`src/design/hash_preimage_search_top_defines.svh`:
```
// ----------------------------------------------------------------------------
// hash preimage search assertion macros
// clocked concurrent assertion helpers, disabled while reset is asserted
// ----------------------------------------------------------------------------
`ifndef HASH_PREIMAGE_SEARCH_TOP_DEFINES_SVH
`define HASH_PREIMAGE_SEARCH_TOP_DEFINES_SVH

// property that must hold at every edge
`define HPS_ASSERT(lbl, prop, msg) \
  lbl: assert property (@(posedge clk_i) disable iff (!rst_ni) (prop)) else $error(msg);

// consequent must hold in the cycle after the antecedent
`define HPS_ASSERT_NEXT(lbl, ante, cons, msg) \
  lbl: assert property (@(posedge clk_i) disable iff (!rst_ni) (ante) |=> (cons)) else $error(msg);

`endif

```
`src/design/hps_pkg.sv`:
```
// ----------------------------------------------------------------------------
// hps_pkg
// shared constants, types and helper functions of the hash preimage search
// ----------------------------------------------------------------------------
package hps_pkg;

  localparam int unsigned MaxLen        = 10;
  localparam int unsigned NumTargets    = 6;
  localparam int unsigned SymW          = 6;
  localparam int unsigned HashW         = 28;
  localparam int unsigned CodeW         = MaxLen * SymW;
  localparam int unsigned LenW          = 4;
  localparam int unsigned CntW          = 3;
  localparam int unsigned IdxW          = 3;
  localparam int unsigned CharsPerStage = 2;
  localparam int unsigned NumStages     = (MaxLen + CharsPerStage - 1) / CharsPerStage;
  localparam int unsigned FifoDepth     = 4;
  localparam int unsigned FifoPtrW      = $clog2(FifoDepth);
  localparam int unsigned NumRegs       = 8;
  localparam int unsigned DataW         = 32;
  localparam int unsigned AddrW         = $clog2(NumRegs * 4);

  localparam logic [LenW-1:0]     MaxLenVal     = MaxLen[LenW-1:0];
  localparam logic [CntW-1:0]     NumTargetsVal = NumTargets[CntW-1:0];
  localparam logic [FifoPtrW:0]   FifoFullCnt   = FifoDepth[FifoPtrW:0];

  localparam logic [SymW-1:0] SymUpper     = 6'd10;
  localparam logic [SymW-1:0] SymLower     = 6'd36;
  localparam logic [SymW-1:0] SymLast      = 6'd62;
  localparam logic [SymW-1:0] SymFirstLead = 6'd10;

  localparam logic [7:0] AsciiDigitBase = 8'h30;
  localparam logic [7:0] AsciiUpperOfs  = 8'd55;
  localparam logic [7:0] AsciiLowerOfs  = 8'd61;
  localparam logic [7:0] AsciiUnderline = 8'h5f;

  typedef enum logic [2:0] {
    RegStringLength,
    RegTargetCount,
    RegTargetZero,
    RegTargetOne,
    RegTargetTwo,
    RegTargetThree,
    RegTargetFour,
    RegTargetFive
  } reg_idx_e;

  typedef struct packed {
    logic [LenW-1:0]                     len;
    logic [CntW-1:0]                     count;
    logic [NumTargets-1:0][HashW-1:0]    targets;
  } cfg_t;

  typedef struct packed {
    logic [CodeW-1:0] code;
    logic [LenW-1:0]  len;
    logic             last;
  } entry_t;

  typedef struct packed {
    logic [HashW-1:0] hash;
    logic [CodeW-1:0] code;
    logic [LenW-1:0]  len;
    logic             last;
  } stage_t;

  typedef struct packed {
    logic             matched;
    logic [IdxW-1:0]  target_index;
    logic [CodeW-1:0] code;
    logic [HashW-1:0] hash;
    logic             exhausted;
  } result_t;

  function automatic logic [7:0] sym_ascii(logic [SymW-1:0] s);
    logic [7:0] s8;
    s8 = {2'b00, s};
    if (s < SymUpper) begin
      return AsciiDigitBase + s8;
    end else if (s < SymLower) begin
      return AsciiUpperOfs + s8;
    end else if (s < SymLast) begin
      return AsciiLowerOfs + s8;
    end
    return AsciiUnderline;
  endfunction

  // hash * 33 + ascii, wrapping at the hash width
  function automatic logic [HashW-1:0] hash_step(logic [HashW-1:0] h, logic [SymW-1:0] s);
    logic [HashW-1:0] asc;
    asc = {{(HashW - 8){1'b0}}, sym_ascii(s)};
    return {h[HashW-6:0], 5'b00000} + h + asc;
  endfunction

  function automatic stage_t stage_calc(stage_t s, int unsigned base);
    stage_t      r;
    int unsigned ci;
    r = s;
    for (int unsigned j = 0; j < CharsPerStage; j++) begin
      ci = base + j;
      if ((ci < MaxLen) && (ci < s.len)) begin
        r.hash = hash_step(r.hash, s.code[ci*SymW +: SymW]);
      end
    end
    return r;
  endfunction

endpackage

```
`src/design/hps_front.sv`:
```
// ----------------------------------------------------------------------------
// hps_front
// holds the candidate string, applies restart and advances it per transaction
// ----------------------------------------------------------------------------
module hps_front (
  input  logic                            clk_i,
  input  logic                            rst_ni,
  input  logic                            in_valid_i,
  input  logic                            restart_i,
  output logic                            in_stall_o,
  input  logic [hps_pkg::LenW-1:0]        len_i,
  input  logic                            full_i,
  output logic                            push_o,
  output hps_pkg::entry_t                 entry_o
);

  logic [hps_pkg::SymW-1:0] sym_q [hps_pkg::MaxLen];
  logic [hps_pkg::SymW-1:0] sym_d [hps_pkg::MaxLen];
  logic [hps_pkg::SymW-1:0] cur   [hps_pkg::MaxLen];
  logic                     carry;
  logic                     last;
  logic                     accept;

  assign in_stall_o = full_i;
  assign accept     = in_valid_i && !full_i;
  assign push_o     = accept;

  always_comb begin
    entry_o.code = '0;
    last         = 1'b1;
    carry        = 1'b1;
    for (int i = 0; i < hps_pkg::MaxLen; i++) begin
      if (restart_i) begin
        cur[i] = (i == 0) ? hps_pkg::SymFirstLead : '0;
      end else begin
        cur[i] = sym_q[i];
      end
    end
    for (int i = 0; i < hps_pkg::MaxLen; i++) begin
      sym_d[i] = cur[i];
      if (i < int'(len_i)) begin
        entry_o.code[i*hps_pkg::SymW +: hps_pkg::SymW] = cur[i];
        if (cur[i] < hps_pkg::SymLast) begin
          last = 1'b0;
        end
        if (carry) begin
          if (cur[i] >= hps_pkg::SymLast) begin
            sym_d[i] = (i == 0) ? hps_pkg::SymFirstLead : '0;
          end else begin
            sym_d[i] = cur[i] + 1'b1;
            carry    = 1'b0;
          end
        end
      end
    end
    entry_o.len  = len_i;
    entry_o.last = last;
  end

  always_ff @(posedge clk_i or negedge rst_ni) begin
    if (!rst_ni) begin
      for (int i = 0; i < hps_pkg::MaxLen; i++) begin
        sym_q[i] <= (i == 0) ? hps_pkg::SymFirstLead : '0;
      end
    end else if (accept) begin
      sym_q <= sym_d;
    end
  end

endmodule

```
`src/design/hps_fifo.sv`:
```
// ----------------------------------------------------------------------------
// hps_fifo
// short queue between the candidate front end and the hash pipeline
// ----------------------------------------------------------------------------
module hps_fifo (
  input  logic            clk_i,
  input  logic            rst_ni,
  input  logic            push_i,
  input  hps_pkg::entry_t entry_i,
  output logic            full_o,
  input  logic            pop_i,
  output logic            valid_o,
  output hps_pkg::entry_t entry_o
);

  hps_pkg::entry_t              mem_q [hps_pkg::FifoDepth];
  logic [hps_pkg::FifoPtrW-1:0] wr_ptr_q, wr_ptr_d;
  logic [hps_pkg::FifoPtrW-1:0] rd_ptr_q, rd_ptr_d;
  logic [hps_pkg::FifoPtrW:0]   cnt_q, cnt_d;

  assign full_o  = (cnt_q == hps_pkg::FifoFullCnt);
  assign valid_o = (cnt_q != '0);
  assign entry_o = mem_q[rd_ptr_q];

  always_comb begin
    wr_ptr_d = push_i ? wr_ptr_q + 1'b1 : wr_ptr_q;
    rd_ptr_d = pop_i  ? rd_ptr_q + 1'b1 : rd_ptr_q;
    cnt_d    = cnt_q;
    if (push_i && !pop_i) begin
      cnt_d = cnt_q + 1'b1;
    end else if (pop_i && !push_i) begin
      cnt_d = cnt_q - 1'b1;
    end
  end

  always_ff @(posedge clk_i or negedge rst_ni) begin
    if (!rst_ni) begin
      wr_ptr_q <= '0;
      rd_ptr_q <= '0;
      cnt_q    <= '0;
    end else begin
      wr_ptr_q <= wr_ptr_d;
      rd_ptr_q <= rd_ptr_d;
      cnt_q    <= cnt_d;
    end
  end

  always_ff @(posedge clk_i) begin
    if (push_i) begin
      mem_q[wr_ptr_q] <= entry_i;
    end
  end

endmodule

```
`src/design/hps_back.sv`:
```
// ----------------------------------------------------------------------------
// hps_back
// pipelined hash over the candidate, target match and output register
// ----------------------------------------------------------------------------
`include "hash_preimage_search_top_defines.svh"

module hps_back (
  input  logic                             clk_i,
  input  logic                             rst_ni,
  input  hps_pkg::cfg_t                    cfg_i,
  input  logic                             valid_i,
  input  hps_pkg::entry_t                  entry_i,
  output logic                             pop_o,
  output logic                             out_valid_o,
  input  logic                             out_stall_i,
  output logic                             matched_o,
  output logic [hps_pkg::IdxW-1:0]         target_index_o,
  output logic [hps_pkg::CodeW-1:0]        candidate_code_o,
  output logic [hps_pkg::HashW-1:0]        hash_value_o,
  output logic                             exhausted_o
);

  localparam int unsigned LastStg = hps_pkg::NumStages - 1;

  hps_pkg::stage_t  p_q     [hps_pkg::NumStages];
  logic             pv_q    [hps_pkg::NumStages];
  hps_pkg::stage_t  stg_in  [hps_pkg::NumStages];
  hps_pkg::stage_t  stg_out [hps_pkg::NumStages];
  logic             stg_vin [hps_pkg::NumStages];
  logic             en      [hps_pkg::NumStages + 1];
  hps_pkg::result_t res;
  hps_pkg::result_t out_q;
  logic             out_valid_q;

  always_comb begin
    en[hps_pkg::NumStages] = !out_valid_q || !out_stall_i;
    for (int k = hps_pkg::NumStages - 1; k >= 0; k--) begin
      en[k] = !pv_q[k] || en[k+1];
    end
  end

  assign pop_o = valid_i && en[0];

  for (genvar g = 0; g < hps_pkg::NumStages; g++) begin : g_stage
    if (g == 0) begin : g_head
      assign stg_in[g].hash = '0;
      assign stg_in[g].code = entry_i.code;
      assign stg_in[g].len  = entry_i.len;
      assign stg_in[g].last = entry_i.last;
      assign stg_vin[g]     = valid_i;
    end else begin : g_body
      assign stg_in[g]  = p_q[g-1];
      assign stg_vin[g] = pv_q[g-1];
    end
    assign stg_out[g] = hps_pkg::stage_calc(stg_in[g], g * hps_pkg::CharsPerStage);
  end

  always_ff @(posedge clk_i or negedge rst_ni) begin
    if (!rst_ni) begin
      for (int k = 0; k < hps_pkg::NumStages; k++) begin
        pv_q[k] <= 1'b0;
      end
      out_valid_q <= 1'b0;
    end else begin
      for (int k = 0; k < hps_pkg::NumStages; k++) begin
        if (en[k]) begin
          pv_q[k] <= stg_vin[k];
        end
      end
      if (en[hps_pkg::NumStages]) begin
        out_valid_q <= pv_q[LastStg];
      end
    end
  end

  always_ff @(posedge clk_i) begin
    for (int k = 0; k < hps_pkg::NumStages; k++) begin
      if (en[k]) begin
        p_q[k] <= stg_out[k];
      end
    end
    if (en[hps_pkg::NumStages]) begin
      out_q <= res;
    end
  end

  // lowest active index wins
  always_comb begin
    res.matched      = 1'b0;
    res.target_index = '0;
    res.code         = p_q[LastStg].code;
    res.hash         = p_q[LastStg].hash;
    res.exhausted    = p_q[LastStg].last;
    for (int t = hps_pkg::NumTargets - 1; t >= 0; t--) begin
      if ((t < int'(cfg_i.count)) && (cfg_i.targets[t] == p_q[LastStg].hash)) begin
        res.matched      = 1'b1;
        res.target_index = t[hps_pkg::IdxW-1:0];
      end
    end
  end

  assign out_valid_o      = out_valid_q;
  assign matched_o        = out_q.matched;
  assign target_index_o   = out_q.target_index;
  assign candidate_code_o = out_q.code;
  assign hash_value_o     = out_q.hash;
  assign exhausted_o      = out_q.exhausted;

  `HPS_ASSERT_NEXT(a_tail_hold, pv_q[LastStg] && !en[hps_pkg::NumStages], pv_q[LastStg] && $stable(p_q[LastStg]), "tail stage lost data while output stalled")
  `HPS_ASSERT(a_idx_zero, out_valid_q && !out_q.matched |-> out_q.target_index == '0, "index set without match")
  `HPS_ASSERT(a_idx_active, out_valid_q && out_q.matched |-> out_q.target_index < cfg_i.count, "match on inactive target")
  `HPS_ASSERT(a_len_range, pv_q[0] |-> p_q[0].len != '0 && p_q[0].len <= hps_pkg::MaxLenVal, "length out of range in pipeline")

endmodule

```
`src/design/hash_preimage_search_top.sv`:
```
// ----------------------------------------------------------------------------
// hash_preimage_search_top
// result path: accepted transaction, queue, hash stages, output register
// throughput: one candidate per cycle unless the output stalls, set by the
// 5-stage hash pipeline (two characters per stage), fed by a 4-entry queue
// reset: string length 1, target count 1, targets 0, first candidate loaded
// ----------------------------------------------------------------------------
module hash_preimage_search_top (
  input  logic                             clk_i,
  input  logic                             rst_ni,
  input  logic                             psel,
  input  logic                             penable,
  input  logic                             pwrite,
  input  logic [hps_pkg::AddrW-1:0]        paddr,
  input  logic [hps_pkg::DataW-1:0]        pwdata,
  output logic [hps_pkg::DataW-1:0]        prdata,
  output logic                             pready,
  input  logic                             in_valid_i,
  output logic                             in_stall_o,
  input  logic                             restart_i,
  output logic                             out_valid_o,
  input  logic                             out_stall_i,
  output logic                             matched_o,
  output logic [hps_pkg::IdxW-1:0]         target_index_o,
  output logic [hps_pkg::CodeW-1:0]        candidate_code_o,
  output logic [hps_pkg::HashW-1:0]        hash_value_o,
  output logic                             exhausted_o
);

  localparam int unsigned HashPad = hps_pkg::DataW - hps_pkg::HashW;

  logic [hps_pkg::LenW-1:0]  len_q;
  logic [hps_pkg::CntW-1:0]  cnt_q;
  logic [hps_pkg::HashW-1:0] tgt_q [hps_pkg::NumTargets];
  hps_pkg::reg_idx_e         reg_idx;
  logic                      wr_en;
  hps_pkg::cfg_t             cfg;
  logic                      push;
  logic                      full;
  logic                      pop;
  logic                      fifo_valid;
  hps_pkg::entry_t           entry_in;
  hps_pkg::entry_t           entry_out;

  assign pready  = 1'b1;
  assign reg_idx = hps_pkg::reg_idx_e'(paddr[hps_pkg::AddrW-1:2]);
  assign wr_en   = psel && penable && pwrite && pready;

  always_ff @(posedge clk_i or negedge rst_ni) begin
    if (!rst_ni) begin
      len_q <= hps_pkg::LenW'(1);
      cnt_q <= hps_pkg::CntW'(1);
      for (int t = 0; t < hps_pkg::NumTargets; t++) begin
        tgt_q[t] <= '0;
      end
    end else if (wr_en) begin
      unique case (reg_idx)
        hps_pkg::RegStringLength: len_q    <= pwdata[hps_pkg::LenW-1:0];
        hps_pkg::RegTargetCount:  cnt_q    <= pwdata[hps_pkg::CntW-1:0];
        hps_pkg::RegTargetZero:   tgt_q[0] <= pwdata[hps_pkg::HashW-1:0];
        hps_pkg::RegTargetOne:    tgt_q[1] <= pwdata[hps_pkg::HashW-1:0];
        hps_pkg::RegTargetTwo:    tgt_q[2] <= pwdata[hps_pkg::HashW-1:0];
        hps_pkg::RegTargetThree:  tgt_q[3] <= pwdata[hps_pkg::HashW-1:0];
        hps_pkg::RegTargetFour:   tgt_q[4] <= pwdata[hps_pkg::HashW-1:0];
        hps_pkg::RegTargetFive:   tgt_q[5] <= pwdata[hps_pkg::HashW-1:0];
        default: ;
      endcase
    end
  end

  always_comb begin
    unique case (reg_idx)
      hps_pkg::RegStringLength: prdata = {{(hps_pkg::DataW - hps_pkg::LenW){1'b0}}, len_q};
      hps_pkg::RegTargetCount:  prdata = {{(hps_pkg::DataW - hps_pkg::CntW){1'b0}}, cnt_q};
      hps_pkg::RegTargetZero:   prdata = {{HashPad{1'b0}}, tgt_q[0]};
      hps_pkg::RegTargetOne:    prdata = {{HashPad{1'b0}}, tgt_q[1]};
      hps_pkg::RegTargetTwo:    prdata = {{HashPad{1'b0}}, tgt_q[2]};
      hps_pkg::RegTargetThree:  prdata = {{HashPad{1'b0}}, tgt_q[3]};
      hps_pkg::RegTargetFour:   prdata = {{HashPad{1'b0}}, tgt_q[4]};
      hps_pkg::RegTargetFive:   prdata = {{HashPad{1'b0}}, tgt_q[5]};
      default:                  prdata = '0;
    endcase
  end

  // clamp length and count into their usable ranges
  always_comb begin
    if (len_q == '0) begin
      cfg.len = hps_pkg::LenW'(1);
    end else if (len_q > hps_pkg::MaxLenVal) begin
      cfg.len = hps_pkg::MaxLenVal;
    end else begin
      cfg.len = len_q;
    end
    cfg.count = (cnt_q > hps_pkg::NumTargetsVal) ? hps_pkg::NumTargetsVal : cnt_q;
    for (int t = 0; t < hps_pkg::NumTargets; t++) begin
      cfg.targets[t] = tgt_q[t];
    end
  end

  hps_front u_front (
    .clk_i      (clk_i),
    .rst_ni     (rst_ni),
    .in_valid_i (in_valid_i),
    .restart_i  (restart_i),
    .in_stall_o (in_stall_o),
    .len_i      (cfg.len),
    .full_i     (full),
    .push_o     (push),
    .entry_o    (entry_in)
  );

  hps_fifo u_fifo (
    .clk_i   (clk_i),
    .rst_ni  (rst_ni),
    .push_i  (push),
    .entry_i (entry_in),
    .full_o  (full),
    .pop_i   (pop),
    .valid_o (fifo_valid),
    .entry_o (entry_out)
  );

  hps_back u_back (
    .clk_i            (clk_i),
    .rst_ni           (rst_ni),
    .cfg_i            (cfg),
    .valid_i          (fifo_valid),
    .entry_i          (entry_out),
    .pop_o            (pop),
    .out_valid_o      (out_valid_o),
    .out_stall_i      (out_stall_i),
    .matched_o        (matched_o),
    .target_index_o   (target_index_o),
    .candidate_code_o (candidate_code_o),
    .hash_value_o     (hash_value_o),
    .exhausted_o      (exhausted_o)
  );

endmodule
```
`config.mk`:
```
export PLATFORM = sky130hd
export DESIGN_NAME = hash_preimage_search_top
export DESIGN_NICKNAME = d
export VERILOG_FILES = /design/src/design/hps_pkg.sv /design/src/design/hps_front.sv /design/src/design/hps_fifo.sv /design/src/design/hps_back.sv /design/src/design/hash_preimage_search_top.sv
export VERILOG_INCLUDE_DIRS = /design/src /design/src/design
export SDC_FILE = /design/constraint.sdc
export NUM_CORES = 2
export LEC_CHECK = 0
export BUFFER_PORTS_ARGS = -buffer_cell sky130_fd_sc_hd__buf_2
export CORE_ASPECT_RATIO = 0.6
export CORE_MARGIN = 2
export CORE_UTILIZATION = 40
export DETAILED_ROUTE_END_ITERATION = 10
export PLACE_DENSITY_LB_ADDON = 0.12
export SLEW_MARGIN = 10
export SYNTH_ARGS = -nofsm -noshare
export SYNTH_HDL_FRONTEND = slang
export SYNTH_HIERARCHICAL = 1
export SYNTH_SLANG_ARGS = --single-unit
```
`constraint.sdc`:
```
create_clock -name clk_i -period 9.7 [get_ports clk_i]
set_input_delay 1.94 -clock clk_i [delete_from_list [all_inputs] [get_ports clk_i]]
set_output_delay 1.94 -clock clk_i [all_outputs]
set_load 0.05 [all_outputs]
```
==> results_dict.tcl <==
set metrics [dict create \
    status "finished clean" \
    syn_area_per_cell_um2 12.1 \
    yosysWarnings 6 \
    criticalPathCategory "flip-flop to flip-flop" \
    postCtsHoldBufs 0 \
    yosys.area.top_type "edfxtp_1" \
    dp_hpwl_mm 118 \
    ys_ff_latch 1044 \
    drive_gt1_share_pct 14.8 \
    crit_slowest_cell "a211oi_1" \
    cp-end-kind "flip-flop" \
    drt_iter0_drc 3941 \
    die_w_um 497 \
    cts-resized-gates 0 \
    gp_congestion 0.935 \
    final_common_cell "edfxtp_1" \
    cts_buffer_depth 3 \
    dr.pass1.iters 7 \
    synth_area_leaders "edfxtp_1 (41%), dfrtp_1 (10%), ha_1 (9.0%)" \
    yosys.area_share.simple_pct 10.2 \
    antenna_left 0 \
    cap_viol_max_count 0 \
    num_vias 39000 \
    crit_fanout 6 \
    nFillCells 13300 \
    core_mm2 0.145 \
    synthXorXnorAreaFrac_pct 6.14 \
    synth_top_area_share_pct 40.9 \
    ios 173 \
    synth_edf_count 796 \
    chipHeight_um 300 \
    synth.distinct_cells 103 \
    worstPathArrival_ns 9.02 \
    grt_pass1_vias 36900 \
    fin_skew_ns 0.0474 \
    min_path_type "flip-flop to flip-flop" \
    hold_path_depth 0 \
    rsz0062_at_grt "no" \
    synthArstFlopShare_pct 23.8 \
    routed_wl_mm 163 \
    syn_inst 4826 \
    clkTransAtPathRegs_ns 0.06 \
    antenna_found_initial 10 \
    slew_violations 0 \
    die_area_mm2 0.149 \
    multi_input_area_mm2 0.0268 \
    tritoncts "yes" \
    r2r_cells 34 \
    setup_viol 0 \
    postCtsSetupBuffers 0 \
    grt_usage_pct 21.6 \
    synth_mux_area_share_pct 8.11 \
    min_period_over_period_pct 88.6 \
    synth-compound-area-share_pct 10.9 \
    finalHoldViolCount 0 \
    grt_pass1_wl_mm 244 \
    cpPeakStageDelay_ns 0.49 \
    start_util_pct 40.4 \
    drc_errors 0 \
    min_period_ns 8.59 \
    fin_tns_setup_ns 0 \
    worstMarginPinSlew_ns 1.30 \
    h-tree-depth 3 \
    grt_max_degree 117 \
    cts-root-buf "clkbuf_16" \
    final_nets 5473 \
    relSlewSlack_pct 12.7 \
    worstPathRequired_ns 10.13 \
    register_area_mm2 0.0301 \
    wl_per_cell_um 23.3 \
    synth_top_family_by_area "compound AO/OA/AOI/OAI gates" \
    synthToLayoutAreaGrowth_pct 11.1 \
    cts_made_buffers 104 \
    clock_sinks 1044 \
    start_kind "flip-flop" \
    port_buffers 161 \
    ys_seq_area_share_pct 51.6 \
    synth_fa_ha_area_share_pct 10.3 \
    synth_ff_type "edfxtp_1" \
    viasPerCell 5.59 \
    grt-ovfl-total 0 \
    insertion_delay_ns 0.73 \
    layout_common_cells "edfxtp_1 (796), ha_1 (418), nor2_1 (329), nand2_1 (287), a21oi_1 (276)" \
    maxClockFrequency_mhz 116 \
    synth_area_mm2 0.0584 \
    rows 108 \
]
==> cell usage after synthesis (108+ instances only) <==
master,instances
inv_1,190
xor2_1,198
dfrtp_1,244
clkbuf_1,108
a21oi_1,278
nor2_1,330
mux2_2,220
xnor2_1,204
nand2_1,290
edfxtp_1,796
ha_1,418
o21ai_0,195
==> final cells by class <==
type                       instances  share of cell area [%]
inverter                         190                    1.11
timing repair buffer             220                    1.96
clock buffer                     134                    4.39
tap                             1925                    3.71
clock inverter                    61                    1.13
antenna                            2                 0.00772
multi-input combinational       3412                    41.3
sequential                      1044                    46.4
==> per-layer routing <==
metal / global-route usage, % / wire length, um / vias up
li1: - / - / 18400
met1: 36.9 / 88400 / 19400
met2: 26.1 / 58100 / 1121
met3: 5.79 / 14200 / 156
met4: 3.47 / 2160 / 0
met5: 0 / 0 / -
==> critical path: cells and delay by family (launching register included) <==
| family | cells | cell delay [ns] |
|---|---|---|
| buf+inv | 4 | 0.45 |
| compound gates | 17 | 3.96 |
| flops | 1 | 0.48 |
| mux | 1 | 0.11 |
| xor+xnor | 2 | 0.33 |
| fa+ha+maj | 5 | 1.59 |
| simple gates | 5 | 1.39 |
==> through the flow <==
step	cell area [um^2]	hold WS, ns	utilization [%]	instances	setup WS (ns)
after global placement	61300	0.401	42.3	6791	1.24
after global routing	64900	0.410	44.8	6987	0.519
final	64900	0.402	44.8	6988	1.11
after CTS	64800	0.385	44.8	6986	1.19
after floorplan	58400	0.400	-	4829	2.62
after detailed placement	61300	0.405	42.3	6791	1.23
==> sequential cells by signal, summed over array words and instances, names as in the netlist, 4 cells and up <==
signal and flops:
u_fifo/mem_q 260, cfg 168, u_front/sym_q 60, u_back/candidate_code_o 60
len_q 4, u_back/pv_q 5, u_back/p_q 443, u_back/hash_value_o 28
==> cells by family (layout without fill, tap and decap cells) <==
group / after synthesis / count (layout)
compound gates: 984 / 984
buf+inv: 373 / 605
mux: 363 / 363
flops: 1044 / 1044
simple gates: 1198 / 1198
fa+ha+maj: 456 / 456
xor+xnor: 405 / 405
other cells: 3 / 8
==> worst paths after layout <==
| path | from | endpoint | slack [ns] |
|---|---|---|---|
| max | u_back/p_q[0][323] | u_back/p_q[0][451] | 1.11 |
| min | u_back/p_q[0][310] | u_back/p_q[0][403] | 0.40 |
| max reg2reg | u_back/p_q[0][323] | u_back/p_q[0][451] | 1.11 |
| min reg2reg | u_back/p_q[0][310] | u_back/p_q[0][403] | 0.40 |
| max in group asynchronous | rst_ni | cfg[140] | 7.14 |
| min in group asynchronous | rst_ni | cfg[97] | 1.21 |
Power is left out: the tool's default activity adds up to more than one toggle a clock period on the data nets, which glitch-free logic cannot reach.
